`src/design/lcs_pkg.sv`:
```
// Shared types and constants for the linear contrast stretch unit.
// No dependencies; used by lcs_ctrl, lcs_datapath and the top level.
`default_nettype none

package lcs_pkg;

	// Frame store depth and derived widths
	localparam int MAX_PIXELS = 4096;
	localparam int ADDR_W     = (MAX_PIXELS > 1) ? $clog2(MAX_PIXELS) : 1;
	localparam int CNT_W      = $clog2(MAX_PIXELS + 1);
	localparam int PIX_W      = 8;
	localparam int QUO_BITS   = PIX_W;
	localparam int STEP_W     = $clog2(QUO_BITS);

	// Item operation codes
	typedef enum logic {
		OP_LOAD  = 1'b0,
		OP_DRAIN = 1'b1
	} op_t;

	// Controller states
	typedef enum logic [1:0] {
		ST_IDLE,
		ST_PREP,
		ST_DIV,
		ST_DONE
	} state_t;

	// Commands from controller to datapath
	typedef struct packed {
		logic load;
		logic mem_rd;
		logic prep;
		logic div_step;
		logic finish;
	} lcs_cmd_t;

	// Status from datapath to controller
	typedef struct packed {
		logic count_zero;
		logic div_last;
		logic out_busy;
	} lcs_stat_t;

endpackage

`default_nettype wire

```
`src/design/lcs_ctrl.sv`:
```
// Controller state machine for the linear contrast stretch unit.
// Depends on lcs_pkg for state, command and status types.
`default_nettype none

module lcs_ctrl (
	input  wire logic              clk,
	input  wire logic              arst_n,
	input  wire logic              in_valid,
	input  wire logic              operation,
	input  wire lcs_pkg::lcs_stat_t stat,
	output lcs_pkg::lcs_cmd_t      cmd,
	output logic                   in_stall
);

	lcs_pkg::state_t state_q;
	lcs_pkg::state_t state_d;

	// State register
	always_ff @(posedge clk or negedge arst_n) begin
		if (!arst_n) begin
			state_q <= lcs_pkg::ST_IDLE;
		end else begin
			state_q <= state_d;
		end
	end

	// Next state and commands
	always_comb begin
		state_d  = state_q;
		cmd      = '0;
		in_stall = 1'b1;
		unique case (state_q)
			lcs_pkg::ST_IDLE: begin
				in_stall = 1'b0;
				if (in_valid) begin
					if (operation == lcs_pkg::OP_LOAD) begin
						cmd.load = 1'b1;
					end else if (!stat.count_zero) begin
						// fetch the next stored pixel
						cmd.mem_rd = 1'b1;
						state_d    = lcs_pkg::ST_PREP;
					end
				end
			end
			lcs_pkg::ST_PREP: begin
				cmd.prep = 1'b1;
				state_d  = lcs_pkg::ST_DIV;
			end
			lcs_pkg::ST_DIV: begin
				cmd.div_step = 1'b1;
				if (stat.div_last) begin
					state_d = lcs_pkg::ST_DONE;
				end
			end
			lcs_pkg::ST_DONE: begin
				// hold until the output register can take the beat
				if (!stat.out_busy) begin
					cmd.finish = 1'b1;
					state_d    = lcs_pkg::ST_IDLE;
				end
			end
			default: begin
				state_d = lcs_pkg::ST_IDLE;
			end
		endcase
	end

endmodule

`default_nettype wire

```
`config.mk`:
```
export PLATFORM = sky130hd
export DESIGN_NAME = lcs_ctrl
export DESIGN_NICKNAME = d
export VERILOG_FILES = /design/src/design/lcs_pkg.sv /design/src/design/lcs_ctrl.sv
export SDC_FILE = /design/constraint.sdc
export NUM_CORES = 1
export LEC_CHECK = 0
export BUFFER_PORTS_ARGS = -buffer_cell sky130_fd_sc_hd__clkbuf_2
export CORE_AREA = 4 4 41 43
export DETAILED_ROUTE_END_ITERATION = 12
export DIE_AREA = 0 0 45 47
export GPL_TIMING_DRIVEN = 0
export SLEW_MARGIN = 20
export SYNTH_ARGS = -nofsm -noshare
export SYNTH_HDL_FRONTEND = slang
export SYNTH_SLANG_ARGS = --single-unit
```
`constraint.sdc`:
```
create_clock -name clk -period 1.9 [get_ports clk]
set_input_delay 0.19 -clock clk [delete_from_list [all_inputs] [get_ports clk]]
set_output_delay 0.19 -clock clk [all_outputs]
set_load 0.02 [all_outputs]
```
* Word-level counts from Yosys, hierarchy flattened *
Cells that the tools add are included.

cells by class
  divide/modulo/power cells = 0
  $lt $le $gt $ge = 0
  multipliers = 0
  shift-type cells = 0
  equal/unequal tests = 8
  bitwise logic cells = 0
  muxes and demuxes = 16
  reductions and logical operators = 2
  $add $sub $neg = 0

operators by type and width
  operator                                             number
  2-to-1 mux 2 bit                                     7
  != test 2 bit, second input constant                 5
  2-to-1 mux 1 bit                                     8
  one-hot mux 2 bit (4 select lines)                   1
  AND reduction 5 bit                                  1
  equality test 2 bit, second input constant           2
  equality test 2 x 1 -> 1 bit, second input constant  1
  logical NOT 2 bit                                    1

word-level totals
  logic and storage cells = 27
  bits of input ports = 7
  latch bits = 0
  memory bits (writable) = 0
  output and inout port bits = 6
  register bits = 2
  memory bits (read-only) = 0
  memories kept = 0

* Logic depth before layout (Yosys ltp) *
  word-level depth = 4
  gate-level depth with buffers = 5
  depth with buffers taken out = 5

* Least setup slack after synthesis *
Ideal clock, no wire load.

  kind = register -> register
  start = register state_q[0]
  end = register state_q[1]
  data required time = 1775 ps
  arrival time = 1433 ps
  period minus slack after synthesis = 1558 ps
  library setup time = 125 ps
  setup slack = 342 ps
  cell stages (with the launch flop) = 6
  buffers on the path = 0
  cells stage by stage = dfrtp_1 > inv_1 > ha_1 > nor2b_1 > a221o_1 > mux2_4

between the ends
  longest elaborated chain between the ends = 3
  elaborated cells between the ends (all ways) = 11
  classes of those cells = eq/ne: 8; mux: 1; reduce/logical: 2

RTL lines
  what                                                      line            source
  from (decl)                                               lcs_ctrl.sv:15  lcs_pkg::state_t state_q;
  from (signal assigned)                                    lcs_ctrl.sv:21  state_q <= lcs_pkg::ST_IDLE;
  from (signal assigned)                                    lcs_ctrl.sv:23  state_q <= state_d;
  equality test 2 bit or logical NOT 2 bit (tied branches)  lcs_ctrl.sv:32  unique case (state_q)
  != test 2 bit (no source line)                            n/a
  AND reduction 5 bit (no source line)                      n/a

Several ways; a longest one is shown, not always the timed one.
A chain may end at the register's enable or synchronous reset.

==> reports/results.ini <==
[cells_and_area]
largest_reg_flops = 2
fillers = 155
diodes = 0
fin_nets = 48
syn_to_final_growth_pct = 60.5
top_regs = state_q (2)
drive_gt1_share_pct = 45.7
largest-register = state_q

[global_routing]
grt_pass1_wl_um = 696
overflow = 0
grt_antenna_before_repair = 0
grtUsageTotal_pct = 4.90
grt_max_degree = 5
grt_pass1_vias = 176

[power_and_ir_drop]
powerDensity_mw_per_mm2 = 1640
power.leakage_uw = 0.000162
peakVddDrop_v = 0.000430

[sta]
hold_violations = 0
slew_viol_final = 0
period_share_pct = 84.7
timing.hold.ws_ns = 0.281
fin_crit_ns = 1.61
grt_setup_unrepaired = no
fin_ws_ns = 0.290
fin_tns_setup_ns = 0
setup_viol = 0
worst_slew_pin_slew_ns = 0.205
fmax_mhz = 621
finalClockSkew_ns = 0.000926
slew_headroom_pct = 86.3

[worst_setup_path]
criticalPathCategory = flip-flop to output port
cp-end-kind = output port
rrSetupSlack_ns = 0.38
cp-start-kind = flip-flop
slowest_delay_ns = 0.39
path_delay_family = flip-flops
path_buf_inv = 2
cp_slowest_cell = dfrtp_1
cp_max_fo = 4
path_cells = inv_1, ha_1, nand2_1, nor3b_1, clkbuf_2
critical_path_required_ns = 1.71
crit_arrival_ns = 1.42

[clocking]
worst_skew_pair.late_latency_ns = 0.23
numClockSinks = 2
numCtsBuffers = 3
cts_tree = done
cts.htree.levels = 1
cts-root-buf = clkbuf_4
cts_max_path_buffers = 2
cts_setup_buffers = 0
clk_pin_slew_ns = 0.03

[detailed_routing]
vias = 193
drt_iter0_markers = 1
wl_per_cell_um = 8.48
antenna_left = 0
routed_wl_um = 424
dr.pass1.iters = 4
viasPerCell = 3.86
post-route-drc-count = 0

[synth]
synth_cell_type_count = 12
synth_nets = 30
synth-seq-area-share_pct = 27.2
synthCells = 19
synth_area_per_cell_sq_um = 9.68
netlist_area_sq_um = 184
yosysWarningCount = 0
synth_seq_cells = 2

[worst_hold_path]
holdCritPathClass = input port to asynchronous set/reset pin

[placed_design]
gp_congestion = 0.578
numPortBuffers = 12
dp_slack_ns = 0.366
hpwl_um = 353

[floorplan]
fp-row-count = 13
core_area_sq_mm = 0.00130
dieArea_sq_mm = 0.00212
initial_core_util_pct = 14.1
pin_count = 13
die_w_um = 45
die_h_um = 47

[run]
cap_violations = 0

[status]
status = finished clean

timing repair:
item | 4_1_cts | 5_1_grt
resized for setup | 0 | 0
hold endpoints to repair | 2 | 0
hold buffers | 1 | 0
layout by cell type, fill, tap and decap left out:
master / netlist / final
nand2_1: 1 / 1
clkbuf_4: 0 / 3
nand3b_1: 1 / 1
clkbuf_2: 0 / 12
a21oi_1: 1 / 1
nor2b_1: 2 / 2
dfrtp_1: 2 / 2
nor2_1: 1 / 1
mux2_4: 1 / 1
ha_1: 4 / 4
nor3b_1: 1 / 1
a221o_1: 1 / 1
dlygate4sd3_1: 0 / 1
inv_1: 3 / 3
a211oi_1: 1 / 1
synth_stat cells, drive strengths merged:
master	instances	area, sq um
a221o	1	10.0
mux2	1	15.0
nor2	1	3.75
ha	4	50.1
a211oi	1	7.51
a21oi	1	5.00
nor2b	2	12.5
nor3b	1	7.51
nand2	1	3.75
dfrtp	2	50.1
inv	3	11.3
nand3b	1	7.51
final timing paths:
kind / end / cells after the start / from
setup reg to reg: state_q[1] / 5 / state_q[0]
min in group clk: state_q[0] / 3 / stat[0]
max in group asynchronous: state_q[0] / 2 / arst_n
setup / recovery: cmd[3] / 5 / state_q[0]
hold / removal: state_q[1] / 2 / arst_n
hold reg to reg: state_q[1] / 1 / state_q[1]
per-layer routing:
| metal | global-route usage [%] | routed length [um] | up-vias |
|---|---|---|---|
| li1 | - | - | 97 |
| met1 | 5.68 | 183 | 84 |
| met2 | 6.21 | 188 | 10 |
| met3 | 1.15 | 40 | 2 |
| met4 | 7.02 | 11 | 0 |
| met5 | 0 | 0 | - |
worst reg2reg max path: stages, from the launching register on:
cell and delay, ns:
dfrtp_1 0.36, inv_1 0.08, ha_1 0.23, nor2b_1 0.13
a221o_1 0.29, mux2_4 0.30
cells by family (layout without fill, tap and decap cells):
kind of cell / Yosys count / in the layout / synth area share (%)
compound gates: 3 / 3 / 12.2
fa+ha+maj: 4 / 4 / 27.2
buf+inv: 3 / 19 / 6.12
flops: 2 / 2 / 27.2
mux: 1 / 1 / 8.16
simple gates: 6 / 6 / 19.0
stage by stage:
step                      total power, uW  util (%)  std cells  cell area (sq um)
after global placement                387      20.2         46                263
after global routing                  532      22.7         50                295
final                                 483      22.7         50                295
after detailed placement              392      20.2         46                263
after floorplan                       315         -         19                184
after CTS                             498      22.7         50                295
power breakdown:
group	switching (uW)	internal, uW	total [uW]
registers	20.9	67.3	88.2
clock network	25.6	69.8	95.4
logic	163	137	300
total	210	274	483
layout make-up:
cell class                 instances  area (sq um)  area share [%]
timing repair buffer              13          70.1            23.7
clock buffer                       3          22.5            7.63
multi-input combinational         14           123            41.5
tap                               15          18.8            6.36
sequential                         2          50.0            16.9
inverter                           3          11.3            3.81
No activity file was read; power rests on OpenSTA's default activity.
